$ cat src/rtl/sshm_pkg.sv
// Shared types, constants and helpers for the gyro sample health monitor.
// No dependencies; imported by every other module of the block.
`timescale 1ns / 1ps

package sshm_pkg;

  // Counter width of all saturating totals
  localparam int COUNT_BITS = 16;

  localparam int AXES      = 3;
  localparam int AXIS_W    = 16;
  localparam int SUM_W     = COUNT_BITS + AXIS_W + 1;   // signed axis sum
  localparam int ABS_W     = SUM_W - 1;                 // magnitude of a sum
  localparam int DIV_CNT_W = $clog2(ABS_W + 1);
  localparam int OUT_CMP_W = COUNT_BITS + 16;

  localparam int IN_DATA_W  = 48;
  localparam int IN_USER_W  = 2;
  localparam int OUT_DATA_W = 128;
  localparam int OUT_USER_W = 3;
  localparam int CFG_DATA_W = 16;

  typedef logic [1:0] axis_idx_t;
  localparam axis_idx_t AXIS_X    = 2'd0;
  localparam axis_idx_t AXIS_Y    = 2'd1;
  localparam axis_idx_t AXIS_LAST = 2'd2;

  // Input request kind
  localparam logic CMD_SAMPLE = 1'b0;
  localparam logic CMD_REPORT = 1'b1;

  // Result kind
  localparam logic KIND_STATUS = 1'b0;
  localparam logic KIND_REPORT = 1'b1;

  // Register indexes
  typedef logic reg_idx_t;
  localparam reg_idx_t REG_NOISE_MIN = 1'b0;
  localparam reg_idx_t REG_NOISE_MAX = 1'b1;

  // Noise classes
  localparam logic [1:0] CLS_NORMAL = 2'd0;
  localparam logic [1:0] CLS_QUIET  = 2'd1;
  localparam logic [1:0] CLS_NOISY  = 2'd2;
  localparam logic [1:0] CLS_EMPTY  = 2'd3;

  // Flag bit positions
  localparam int FLG_FAILED      = 0;
  localparam int FLG_ALLZERO     = 1;
  localparam int FLG_ALLONES     = 2;
  localparam int FLG_FROZEN      = 3;
  localparam int FLG_FAILSTART   = 4;
  localparam int FLG_RECOVERED   = 5;
  localparam int FLG_FROZENSTART = 6;
  localparam int FLG_UNFROZEN    = 7;

  typedef struct packed {
    logic      load_in;      // capture the input request
    logic      do_sample;    // apply a sample and load its status
    logic      div_start;    // start the mean division for axis
    logic      emit_report;  // load the report result for axis
    axis_idx_t axis;
  } ctrl_cmd_t;

  typedef struct packed {
    logic out_free;   // output register can take a result this cycle
    logic no_good;    // no good sample counted yet
    logic div_done;   // quotient ready
  } dp_sts_t;

  function automatic logic [COUNT_BITS-1:0] sat_inc(input logic [COUNT_BITS-1:0] c);
    return (&c) ? c : c + COUNT_BITS'(1);
  endfunction

  // Clamp a count to the 16-bit report field
  function automatic logic [15:0] out16(input logic [COUNT_BITS-1:0] c);
    logic [OUT_CMP_W-1:0] wide;
    wide = OUT_CMP_W'(c);
    return (wide > OUT_CMP_W'(16'hFFFF)) ? 16'hFFFF : wide[15:0];
  endfunction

endpackage

$ cat src/rtl/sensor_sample_health_monitor_unit.sv
// Top level of the gyro sample health monitor.
// Depends on sshm_pkg, sshm_ctrl, sshm_dp (which holds sshm_div).
`timescale 1ns / 1ps

//  channel | dir | handshake            | payload
//  --------+-----+----------------------+-----------------------------------------
//  in_     | in  | in_tvalid/in_tready  | tuser: cmd, read_ok; tdata: x, y, z
//  out_    | out | out_tvalid/out_tready| tuser: kind, item; tlast: last; tdata
//  cfg_    | in  | cfg_valid/cfg_ready  | cfg_index (0 noise_min, 1 noise_max)
//
// Sample request: capture, then flag/total update into the output reg once it is free.
// Report request: 3 results; per axis one launch of the bit-serial mean divider
//   (skipped while no good sample is counted) and one load.
// A new request is taken while the previous result still sits in the output reg;
//   out_tready low stalls only the next result load.
// rst_n is synchronous, active low; config writes are always ready.
// Reports leave all totals untouched.

module sensor_sample_health_monitor_unit (
  input  logic                                 clk,
  input  logic                                 rst_n,
  // request channel
  input  logic                                 in_tvalid,
  output logic                                 in_tready,
  input  logic [sshm_pkg::IN_DATA_W-1:0]       in_tdata,   // axis_x, axis_y, axis_z
  input  logic [sshm_pkg::IN_USER_W-1:0]       in_tuser,   // cmd, read_ok
  // result channel
  output logic                                 out_tvalid,
  input  logic                                 out_tready,
  // flags, mean, min_value, max_value, spread, noise_class,
  // ok_count, fail_count, bad_count, zero pad
  output logic [sshm_pkg::OUT_DATA_W-1:0]      out_tdata,
  output logic [sshm_pkg::OUT_USER_W-1:0]      out_tuser,  // kind, item[1:0]
  output logic                                 out_tlast,
  // config write channel
  input  logic                                 cfg_valid,
  output logic                                 cfg_ready,
  input  sshm_pkg::reg_idx_t                   cfg_index,
  input  logic [sshm_pkg::CFG_DATA_W-1:0]      cfg_data
);
  import sshm_pkg::*;

  ctrl_cmd_t cmd;
  dp_sts_t   sts;

  // register writes are never back-pressured
  assign cfg_ready = 1'b1;

  sshm_ctrl u_ctrl (
    .clk       (clk),
    .rst_n     (rst_n),
    .in_tvalid (in_tvalid),
    .in_cmd    (in_tuser[0]),
    .in_tready (in_tready),
    .sts       (sts),
    .cmd       (cmd)
  );

  sshm_dp u_dp (
    .clk        (clk),
    .rst_n      (rst_n),
    .in_tdata   (in_tdata),
    .in_tuser   (in_tuser),
    .cfg_valid  (cfg_valid),
    .cfg_index  (cfg_index),
    .cfg_data   (cfg_data),
    .out_tvalid (out_tvalid),
    .out_tready (out_tready),
    .out_tdata  (out_tdata),
    .out_tuser  (out_tuser),
    .out_tlast  (out_tlast),
    .cmd        (cmd),
    .sts        (sts)
  );

endmodule

$ cat src/rtl/sshm_div.sv
// Restoring divider, one quotient bit per cycle, for the per-axis mean.
// Depends on sshm_pkg.
`timescale 1ns / 1ps

module sshm_div (
  input  logic                             clk,
  input  logic                             rst_n,
  input  logic                             start,
  input  logic [sshm_pkg::ABS_W-1:0]       dividend,
  input  logic [sshm_pkg::COUNT_BITS-1:0]  divisor,
  output logic                             done,
  output logic [sshm_pkg::ABS_W-1:0]       quotient
);
  import sshm_pkg::*;

  logic                  busy_r, busy_nxt;
  logic                  done_r, done_nxt;
  logic [DIV_CNT_W-1:0]  cnt_r, cnt_nxt;
  logic [COUNT_BITS-1:0] rem_r, rem_nxt;
  logic [COUNT_BITS-1:0] div_r, div_nxt;
  logic [ABS_W-1:0]      quo_r, quo_nxt;

  logic [COUNT_BITS:0]   trial;
  logic [COUNT_BITS:0]   diff;
  logic                  ge;

  assign trial = {rem_r, quo_r[ABS_W-1]};
  assign diff  = trial - {1'b0, div_r};
  assign ge    = trial >= {1'b0, div_r};

  always_comb begin
    busy_nxt = busy_r;
    done_nxt = 1'b0;
    cnt_nxt  = cnt_r;
    rem_nxt  = rem_r;
    div_nxt  = div_r;
    quo_nxt  = quo_r;
    if (start) begin
      busy_nxt = 1'b1;
      cnt_nxt  = '0;
      rem_nxt  = '0;
      div_nxt  = divisor;
      quo_nxt  = dividend;
    end else if (busy_r) begin
      rem_nxt = ge ? diff[COUNT_BITS-1:0] : trial[COUNT_BITS-1:0];
      quo_nxt = {quo_r[ABS_W-2:0], ge};
      cnt_nxt = cnt_r + DIV_CNT_W'(1);
      if (cnt_r == DIV_CNT_W'(ABS_W - 1)) begin
        busy_nxt = 1'b0;
        done_nxt = 1'b1;
      end
    end
  end

  always_ff @(posedge clk) begin
    if (!rst_n) begin
      busy_r <= 1'b0;
      done_r <= 1'b0;
      cnt_r  <= '0;
    end else begin
      busy_r <= busy_nxt;
      done_r <= done_nxt;
      cnt_r  <= cnt_nxt;
    end
    rem_r <= rem_nxt;
    div_r <= div_nxt;
    quo_r <= quo_nxt;
  end

  assign done     = done_r;
  assign quotient = quo_r;

  a_start_idle: assert property (@(posedge clk) disable iff (!rst_n)
    start |-> !busy_r)
    else $error("divider restarted while busy");

  a_divisor_nz: assert property (@(posedge clk) disable iff (!rst_n)
    start |-> divisor != '0)
    else $error("divider started with zero divisor");

endmodule

$ cat src/rtl/sshm_ctrl.sv
// Sequencer of the health monitor: request intake, sample update, report walk.
// Depends on sshm_pkg; drives sshm_dp through ctrl_cmd_t.
`timescale 1ns / 1ps

module sshm_ctrl (
  input  logic                 clk,
  input  logic                 rst_n,
  input  logic                 in_tvalid,
  input  logic                 in_cmd,
  output logic                 in_tready,
  input  sshm_pkg::dp_sts_t    sts,
  output sshm_pkg::ctrl_cmd_t  cmd
);
  import sshm_pkg::*;

  typedef enum logic [4:0] {
    ST_IDLE     = 5'b00001,
    ST_SAMPLE   = 5'b00010,
    ST_DIV_GO   = 5'b00100,
    ST_DIV_WAIT = 5'b01000,
    ST_EMIT     = 5'b10000
  } state_t;

  state_t    state_r, state_nxt;
  axis_idx_t axis_r, axis_nxt;

  assign in_tready = (state_r == ST_IDLE);

  always_comb begin
    state_nxt       = state_r;
    axis_nxt        = axis_r;
    cmd.load_in     = 1'b0;
    cmd.do_sample   = 1'b0;
    cmd.div_start   = 1'b0;
    cmd.emit_report = 1'b0;
    cmd.axis        = axis_r;
    unique case (state_r)
      ST_IDLE: begin
        if (in_tvalid) begin
          cmd.load_in = 1'b1;
          axis_nxt    = AXIS_X;
          state_nxt   = (in_cmd == CMD_REPORT) ? ST_DIV_GO : ST_SAMPLE;
        end
      end
      ST_SAMPLE: begin
        if (sts.out_free) begin
          cmd.do_sample = 1'b1;
          state_nxt     = ST_IDLE;
        end
      end
      ST_DIV_GO: begin
        if (sts.no_good) begin
          state_nxt = ST_EMIT;
        end else begin
          cmd.div_start = 1'b1;
          state_nxt     = ST_DIV_WAIT;
        end
      end
      ST_DIV_WAIT: begin
        if (sts.div_done) state_nxt = ST_EMIT;
      end
      ST_EMIT: begin
        if (sts.out_free) begin
          cmd.emit_report = 1'b1;
          if (axis_r == AXIS_LAST) begin
            state_nxt = ST_IDLE;
          end else begin
            axis_nxt  = axis_r + 2'd1;
            state_nxt = ST_DIV_GO;
          end
        end
      end
      default: state_nxt = ST_IDLE;
    endcase
  end

  always_ff @(posedge clk) begin
    if (!rst_n) begin
      state_r <= ST_IDLE;
      axis_r  <= AXIS_X;
    end else begin
      state_r <= state_nxt;
      axis_r  <= axis_nxt;
    end
  end

  a_load_needs_room: assert property (@(posedge clk) disable iff (!rst_n)
    (cmd.do_sample || cmd.emit_report) |-> sts.out_free)
    else $error("result loaded while output register busy");

endmodule

$ cat src/rtl/sshm_dp.sv
// Datapath of the health monitor: input capture, totals, per-axis stats,
// flag logic, report fields and output register. Depends on sshm_pkg, sshm_div.
`timescale 1ns / 1ps

module sshm_dp (
  input  logic                                 clk,
  input  logic                                 rst_n,
  input  logic [sshm_pkg::IN_DATA_W-1:0]       in_tdata,
  input  logic [sshm_pkg::IN_USER_W-1:0]       in_tuser,
  input  logic                                 cfg_valid,
  input  sshm_pkg::reg_idx_t                   cfg_index,
  input  logic [sshm_pkg::CFG_DATA_W-1:0]      cfg_data,
  output logic                                 out_tvalid,
  input  logic                                 out_tready,
  output logic [sshm_pkg::OUT_DATA_W-1:0]      out_tdata,
  output logic [sshm_pkg::OUT_USER_W-1:0]      out_tuser,
  output logic                                 out_tlast,
  input  sshm_pkg::ctrl_cmd_t                  cmd,
  output sshm_pkg::dp_sts_t                    sts
);
  import sshm_pkg::*;

  // captured request
  logic                 read_ok_r;
  logic [IN_DATA_W-1:0] sample_r;

  // configuration
  logic [15:0] noise_min_r, noise_max_r;

  // totals
  logic [COUNT_BITS-1:0] good_r, good_nxt;
  logic [COUNT_BITS-1:0] failed_r, failed_nxt;
  logic [COUNT_BITS-1:0] zero_r, zero_nxt;
  logic [COUNT_BITS-1:0] ones_r, ones_nxt;
  logic [COUNT_BITS-1:0] stale_r, stale_nxt;

  logic signed [SUM_W-1:0]  sum_r [AXES];
  logic signed [SUM_W-1:0]  sum_nxt [AXES];
  logic signed [AXIS_W-1:0] min_r [AXES];
  logic signed [AXIS_W-1:0] min_nxt [AXES];
  logic signed [AXIS_W-1:0] max_r [AXES];
  logic signed [AXIS_W-1:0] max_nxt [AXES];

  logic [IN_DATA_W-1:0] prev_r, prev_nxt;
  logic                 have_prev_r, have_prev_nxt;
  logic                 failing_r, failing_nxt;
  logic                 frozen_r, frozen_nxt;
  logic [7:0]           flags_s;

  // output register
  logic                 out_valid_r;
  logic                 out_kind_r;
  logic [1:0]           out_item_r;
  logic                 out_last_r;
  logic [7:0]           out_flags_r;
  logic [15:0]          out_mean_r, out_min_r, out_max_r, out_spread_r;
  logic [1:0]           out_cls_r;
  logic [15:0]          out_ok_r, out_fail_r, out_bad_r;

  // report side
  logic signed [SUM_W-1:0]  sel_sum;
  logic signed [AXIS_W-1:0] sel_min, sel_max;
  logic                     sum_neg;
  logic [SUM_W-1:0]         sum_mag;
  logic                     div_done;
  logic [ABS_W-1:0]         quotient;
  logic [AXIS_W-1:0]        q16, mean_v;
  logic [AXIS_W:0]          diff_v;
  logic [15:0]              spread_v;
  logic [1:0]               cls_v;
  logic [COUNT_BITS-1:0]    bad_sel;

  // ---------------- sample update ----------------
  always_comb begin
    logic same;
    logic take;
    logic signed [AXIS_W-1:0] v;
    good_nxt      = good_r;
    failed_nxt    = failed_r;
    zero_nxt      = zero_r;
    ones_nxt      = ones_r;
    stale_nxt     = stale_r;
    prev_nxt      = prev_r;
    have_prev_nxt = have_prev_r;
    failing_nxt   = failing_r;
    frozen_nxt    = frozen_r;
    flags_s       = '0;
    sum_nxt       = sum_r;
    min_nxt       = min_r;
    max_nxt       = max_r;
    same          = have_prev_r && (sample_r == prev_r);
    take          = !(&good_r);
    v             = '0;
    if (!read_ok_r) begin
      flags_s[FLG_FAILED] = 1'b1;
      failed_nxt          = sat_inc(failed_r);
      have_prev_nxt       = 1'b0;
      if (!failing_r) begin
        failing_nxt            = 1'b1;
        flags_s[FLG_FAILSTART] = 1'b1;
      end
    end else begin
      if (failing_r) begin
        failing_nxt            = 1'b0;
        flags_s[FLG_RECOVERED] = 1'b1;
      end
      if (sample_r == '0) begin
        flags_s[FLG_ALLZERO] = 1'b1;
        zero_nxt             = sat_inc(zero_r);
      end
      if (&sample_r) begin
        flags_s[FLG_ALLONES] = 1'b1;
        ones_nxt             = sat_inc(ones_r);
      end
      if (same) begin
        flags_s[FLG_FROZEN] = 1'b1;
        stale_nxt           = sat_inc(stale_r);
        if (!frozen_r) begin
          frozen_nxt               = 1'b1;
          flags_s[FLG_FROZENSTART] = 1'b1;
        end
      end else if (frozen_r) begin
        frozen_nxt            = 1'b0;
        flags_s[FLG_UNFROZEN] = 1'b1;
      end
      prev_nxt      = sample_r;
      have_prev_nxt = 1'b1;
      good_nxt      = sat_inc(good_r);
      for (int a = 0; a < AXES; a++) begin
        v = $signed(sample_r[a*AXIS_W +: AXIS_W]);
        if (take) sum_nxt[a] = sum_r[a] + SUM_W'(v);
        if (v < min_r[a]) min_nxt[a] = v;
        if (v > max_r[a]) max_nxt[a] = v;
      end
    end
  end

  always_ff @(posedge clk) begin
    if (!rst_n) begin
      noise_min_r <= 16'd2;
      noise_max_r <= 16'd200;
      good_r      <= '0;
      failed_r    <= '0;
      zero_r      <= '0;
      ones_r      <= '0;
      stale_r     <= '0;
      prev_r      <= '0;
      have_prev_r <= 1'b0;
      failing_r   <= 1'b0;
      frozen_r    <= 1'b0;
      for (int a = 0; a < AXES; a++) begin
        sum_r[a] <= '0;
        min_r[a] <= 16'sh7FFF;
        max_r[a] <= 16'sh8000;
      end
    end else begin
      if (cfg_valid) begin
        unique case (cfg_index)
          REG_NOISE_MIN: noise_min_r <= cfg_data;
          REG_NOISE_MAX: noise_max_r <= cfg_data;
        endcase
      end
      if (cmd.do_sample) begin
        good_r      <= good_nxt;
        failed_r    <= failed_nxt;
        zero_r      <= zero_nxt;
        ones_r      <= ones_nxt;
        stale_r     <= stale_nxt;
        prev_r      <= prev_nxt;
        have_prev_r <= have_prev_nxt;
        failing_r   <= failing_nxt;
        frozen_r    <= frozen_nxt;
        sum_r       <= sum_nxt;
        min_r       <= min_nxt;
        max_r       <= max_nxt;
      end
    end
  end

  always_ff @(posedge clk) begin
    if (cmd.load_in) begin
      read_ok_r <= in_tuser[1];
      sample_r  <= in_tdata;
    end
  end

  // ---------------- report ----------------
  assign sel_sum = sum_r[cmd.axis];
  assign sel_min = min_r[cmd.axis];
  assign sel_max = max_r[cmd.axis];
  assign sum_neg = sel_sum[SUM_W-1];
  assign sum_mag = sum_neg ? (~sel_sum + 1'b1) : sel_sum;

  sshm_div u_div (
    .clk      (clk),
    .rst_n    (rst_n),
    .start    (cmd.div_start),
    .dividend (sum_mag[ABS_W-1:0]),
    .divisor  (good_r),
    .done     (div_done),
    .quotient (quotient)
  );

  assign q16      = quotient[AXIS_W-1:0];
  assign mean_v   = sum_neg ? (~q16 + 1'b1) : q16;
  assign diff_v   = {sel_max[AXIS_W-1], sel_max} - {sel_min[AXIS_W-1], sel_min};
  assign spread_v = diff_v[15:0];

  always_comb begin
    priority if (spread_v < noise_min_r) cls_v = CLS_QUIET;
    else if (spread_v > noise_max_r)     cls_v = CLS_NOISY;
    else                                 cls_v = CLS_NORMAL;
  end

  always_comb begin
    unique case (cmd.axis)
      AXIS_X:  bad_sel = zero_r;
      AXIS_Y:  bad_sel = ones_r;
      default: bad_sel = stale_r;
    endcase
  end

  // ---------------- output register ----------------
  always_ff @(posedge clk) begin
    if (!rst_n) begin
      out_valid_r <= 1'b0;
    end else if (cmd.do_sample || cmd.emit_report) begin
      out_valid_r <= 1'b1;
    end else if (out_tready) begin
      out_valid_r <= 1'b0;
    end
  end

  always_ff @(posedge clk) begin
    if (cmd.do_sample) begin
      out_kind_r   <= KIND_STATUS;
      out_item_r   <= '0;
      out_last_r   <= 1'b1;
      out_flags_r  <= flags_s;
      out_mean_r   <= '0;
      out_min_r    <= '0;
      out_max_r    <= '0;
      out_spread_r <= '0;
      out_cls_r    <= CLS_NORMAL;
      out_ok_r     <= '0;
      out_fail_r   <= '0;
      out_bad_r    <= '0;
    end else if (cmd.emit_report) begin
      out_kind_r  <= KIND_REPORT;
      out_item_r  <= cmd.axis;
      out_last_r  <= (cmd.axis == AXIS_LAST);
      out_flags_r <= '0;
      out_ok_r    <= out16(good_r);
      out_fail_r  <= out16(failed_r);
      out_bad_r   <= out16(bad_sel);
      if (sts.no_good) begin
        out_mean_r   <= '0;
        out_min_r    <= '0;
        out_max_r    <= '0;
        out_spread_r <= '0;
        out_cls_r    <= CLS_EMPTY;
      end else begin
        out_mean_r   <= mean_v;
        out_min_r    <= sel_min;
        out_max_r    <= sel_max;
        out_spread_r <= spread_v;
        out_cls_r    <= cls_v;
      end
    end
  end

  assign out_tvalid = out_valid_r;
  assign out_tlast  = out_last_r;
  assign out_tuser  = {out_item_r, out_kind_r};
  assign out_tdata  = {6'b0, out_bad_r, out_fail_r, out_ok_r, out_cls_r, out_spread_r,
                       out_max_r, out_min_r, out_mean_r, out_flags_r};

  assign sts.out_free = !out_valid_r || out_tready;
  assign sts.no_good  = (good_r == '0);
  assign sts.div_done = div_done;

  a_good_monotonic: assert property (@(posedge clk) disable iff (!rst_n)
    $past(rst_n) |-> good_r >= $past(good_r))
    else $error("good sample total went backwards");

  a_min_le_max: assert property (@(posedge clk) disable iff (!rst_n)
    (good_r != '0) |-> (min_r[0] <= max_r[0]) && (min_r[2] <= max_r[2]))
    else $error("axis min above max after a good sample");

endmodule
$ cat config.mk
export PLATFORM = sky130hd
export DESIGN_NAME = sensor_sample_health_monitor_unit
export DESIGN_NICKNAME = d
export VERILOG_FILES = /design/src/rtl/sshm_pkg.sv /design/src/rtl/sensor_sample_health_monitor_unit.sv /design/src/rtl/sshm_div.sv /design/src/rtl/sshm_ctrl.sv /design/src/rtl/sshm_dp.sv
export SDC_FILE = /design/constraint.sdc
export NUM_CORES = 2
export LEC_CHECK = 0
export ABC_AREA = 1
export BUFFER_PORTS_ARGS = -buffer_cell sky130_fd_sc_hd__clkbuf_2
export CAP_MARGIN = 20
export CELL_PAD_IN_SITES_DETAIL_PLACEMENT = 1
export CELL_PAD_IN_SITES_GLOBAL_PLACEMENT = 1
export CORE_MARGIN = 2
export CORE_UTILIZATION = 25
export DETAILED_ROUTE_END_ITERATION = 12
export GPL_ROUTABILITY_DRIVEN = 0
export HOLD_SLACK_MARGIN = 0.02
export PLACE_DENSITY = 0.54
export SYNTH_ARGS = -nofsm -noshare
export SYNTH_HDL_FRONTEND = slang
export SYNTH_SLANG_ARGS = --single-unit
export TNS_END_PERCENT = 100
$ cat constraint.sdc
create_clock -name clk -period 4.3 [get_ports clk]
set_input_delay 0.86 -clock clk [delete_from_list [all_inputs] [get_ports clk]]
set_output_delay 0.86 -clock clk [all_outputs]
set_load 0.03 [all_outputs]
==> impl_metrics.toml <==
[outcome]
status = "complete, no violations"

[clock_network]
numCtsBuffers = 85
cts_root_buffer = "clkbuf_16"
htree_levels = 3
clock_latency_ps = 690
max-clock-path-buffers = 3
cts_tree = "done"
clock-sinks = 613
clk_pin_slew_ps = 60

[power_and_ir_drop]
cellPowerDensity_nw_per_um2 = 419
vdd_drop_max_mv = 0.256
p_leak_nw = 20.1

[min_path]
min_to = "u_dp.sample_r[11]"
holdCritStartpoint = "in_tdata[11]"
whs_path_depth = 1
min_path_type = "input port to flop"

[run]
max-cap-violations = 0

[global_route]
grt_pass1_vias = 38900
grt_pass1_wl_um = 246000
grt_overflow = 0
globalRouteTotalUtil_pct = 20.6
antenna_found_initial = 9
grt_max_degree = 110

[drt]
ant_nets = 0
firstDrtPassIters = 6
drt_iter0_drc = 2042
avgRoutedWirePerCell_um = 20.8
via_per_inst = 4.85
wirelength_um = 163000
via_count = 38100
drc = 0

[synth]
netlist.area_leader.share_pct = 26.6
synth.distinct_cells = 57
ys.flop_type = "dfxtp_1"
synth_enable_flop_cells = 105
ys_warn_count = 0
synthTopCellsByArea = "dfxtp_1 27%, nand2_1 13%, ha_1 8.6%"
synthArstFlopShare_pct = 0
ys_seq_elements = 613
synth_top_cell_by_area = "dfxtp_1"
synth_area_per_cell_um2 = 6.86
syn_inst = 5564
seq_area_frac_synth_pct = 34.9
netlist_area_um2 = 38200

[finish]
fin_area_um2 = 44600
mostFrequentLayoutCells = "1,273 x nand2_1, 694 x inv_1, 585 x nor2_1"
num-nets-final = 6081
layout-drive-gt1-share_pct = 8.17
fin_util_pct = 29.4
final_common_cell = "nand2_1"
syn_to_final_growth_pct = 16.7

[floorplan]
core_area_um2 = 152000
chipWidth_um = 395
die_area_um2 = 156000
ioPinCount = 207
dieHeight_um = 395
placementRows = 143
initial_core_util_pct = 25.2

[timing]
finalWorstPathRequiredPeriod_ps = 3960
worst_clock_skew_ps = 37.4
period_share_pct = 92.1
max_slew.worst_pin.slew_ps = 1030
slew_headroom_pct = 30.6
setup_ws_ps = 342
fmax_mhz = 253
rsz0062_at_grt = "false"
setup_viol_count_final = 0
finalMaxSlewViolations = 0
finalHoldViolations = 0
fin_tns_setup_ps = 0

[placed_design]
io_buffers = 199
dp_hpwl_um = 126000
place_ws_ps = 166
placed_cell_area_um2 = 41500

[setup_path]
cp_max_fo = 26
path_class = "flop to flop"
critPathCaptureType = "flop"
r2r_cells = 20
arrival_ps = 4500
worstReg2RegEnd = "u_dp.out_cls_r[1]"
r2r-start = "u_ctrl.axis_r[0]"
cp-start-kind = "flop"
r2r_slack_ps = 340
worstPathRequired_ps = 4840
[registers in the layout (all words and copies together) (netlist names), 32 cells and up]
register             cells
u_dp.u_div.quotient     32
u_dp.min_r              48
u_dp.max_r              48
u_dp.sample_r           48
u_dp.sum_r              99
u_dp.prev_r             48
[worst max-delay path by stage]
stage,slack (ps),depth (start not counted),endpoint,from
global route,0.1,21,u_dp.out_cls_r[1],u_ctrl.axis_r[0]
floorplan,60,8,u_ctrl.axis_r[1],u_ctrl.state_r[2]
finish,340,20,u_dp.out_cls_r[1],u_ctrl.axis_r[0]
detailed placement,170,22,u_dp.out_cls_r[1],u_ctrl.axis_r[0]
global placement,300,22,u_dp.out_cls_r[1],u_ctrl.axis_r[0]
CTS,140,22,u_dp.out_cls_r[1],u_ctrl.axis_r[0]
[per-layer routing]
layer,global-route usage (%),routed length [um],vias to the layer above
met5,0,36,-
met4,6.57,4860,6
met3,2.67,6080,199
met2,34.3,75300,649
met1,27.3,77100,18500
li1,-,-,18700
[cells by family after synthesis]
group | share of synthesized area (%)
other cells | 0.0197
buf+inv | 9.28
flops | 34.9
xor+xnor | 3.19
fa+ha+maj | 8.88
compound gates | 16.3
simple gates | 27.4
[per-stage QoR]
stage / total power, mW / std cells / hold slack (ps)
after floorplan: 9.44 / 5569 / 430
after global placement: 11.1 / 7684 / 443
after detailed placement: 11.1 / 7684 / 441
after CTS: 18.9 / 7842 / 290
after global routing: 19.6 / 7842 / 322
final: 18.6 / 7843 / 349
[synth_stat cells, types with 3 or more instances]
cell type / number
nand2_2: 7
o21ai_1: 10
nor2_1: 587
nand3b_1: 28
o21a_1: 10
buf_1: 16
a21o_1: 13
xor2_1: 91
nand3_2: 5
a21boi_0: 4
a31oi_1: 15
nand3_1: 334
a211oi_1: 8
ha_1: 263
nor4_1: 39
clkinv_1: 4
and3_1: 3
inv_2: 6
a22o_1: 19
nor2_2: 6
clkbuf_1: 106
dfxtp_1: 508
a31o_2: 4
a21oi_1: 525
o21ai_0: 467
buf_4: 18
or2_2: 6
a22oi_1: 17
edfxtp_1: 105
nor3_1: 87
o22ai_1: 10
nand2_1: 1274
buf_6: 6
buf_2: 46
inv_1: 695
fa_1: 5
o211ai_1: 20
o21bai_1: 28
nand4_1: 91
nor3b_1: 8
xnor2_1: 48
[final cells by class]
type                            instances  area (um^2)
Antenna cell                            1         2.50
Timing Repair Buffer                  278         1660
Clock buffer                          121         2540
Tap cell                             2030         2540
Multi-Input combinational cell       4058        21400
Clock inverter                         37          460
Fill cell                           18900       107000
Inverter                              705         2650
Sequential cell                       613        13300
[where the power goes]
part           internal [mW]  switching (mW)
Clock                   4.66            2.99
Sequential              6.25           0.531
Combinational           1.28            2.94
Total                   12.2            6.46
[timing repair]
action                                  in CTS  in global routing
endpoints found under the setup margin       0                  2
endpoints found under the hold margin        0                  0
hold buffers                                 0                  0
resized for setup                            0                  7
setup buffers                                0                  0
[critical path: stages, from the launching register on]
cell,delay (ps)
dfxtp_2,350
inv_2,70
buf_4,220
buf_4,310
a21oi_1,100
o21ai_0,90
o21ai_0,190
ha_1,440
a21oi_1,250
o21ai_0,120
a21oi_1,250
o21ai_0,160
xor2_1,200
ha_1,330
nand2_1,70
inv_1,50
nand3_1,110
nor3_2,170
nand4_1,140
nand3_1,110
a21oi_1,60
(Power assumes the default switching activity.)
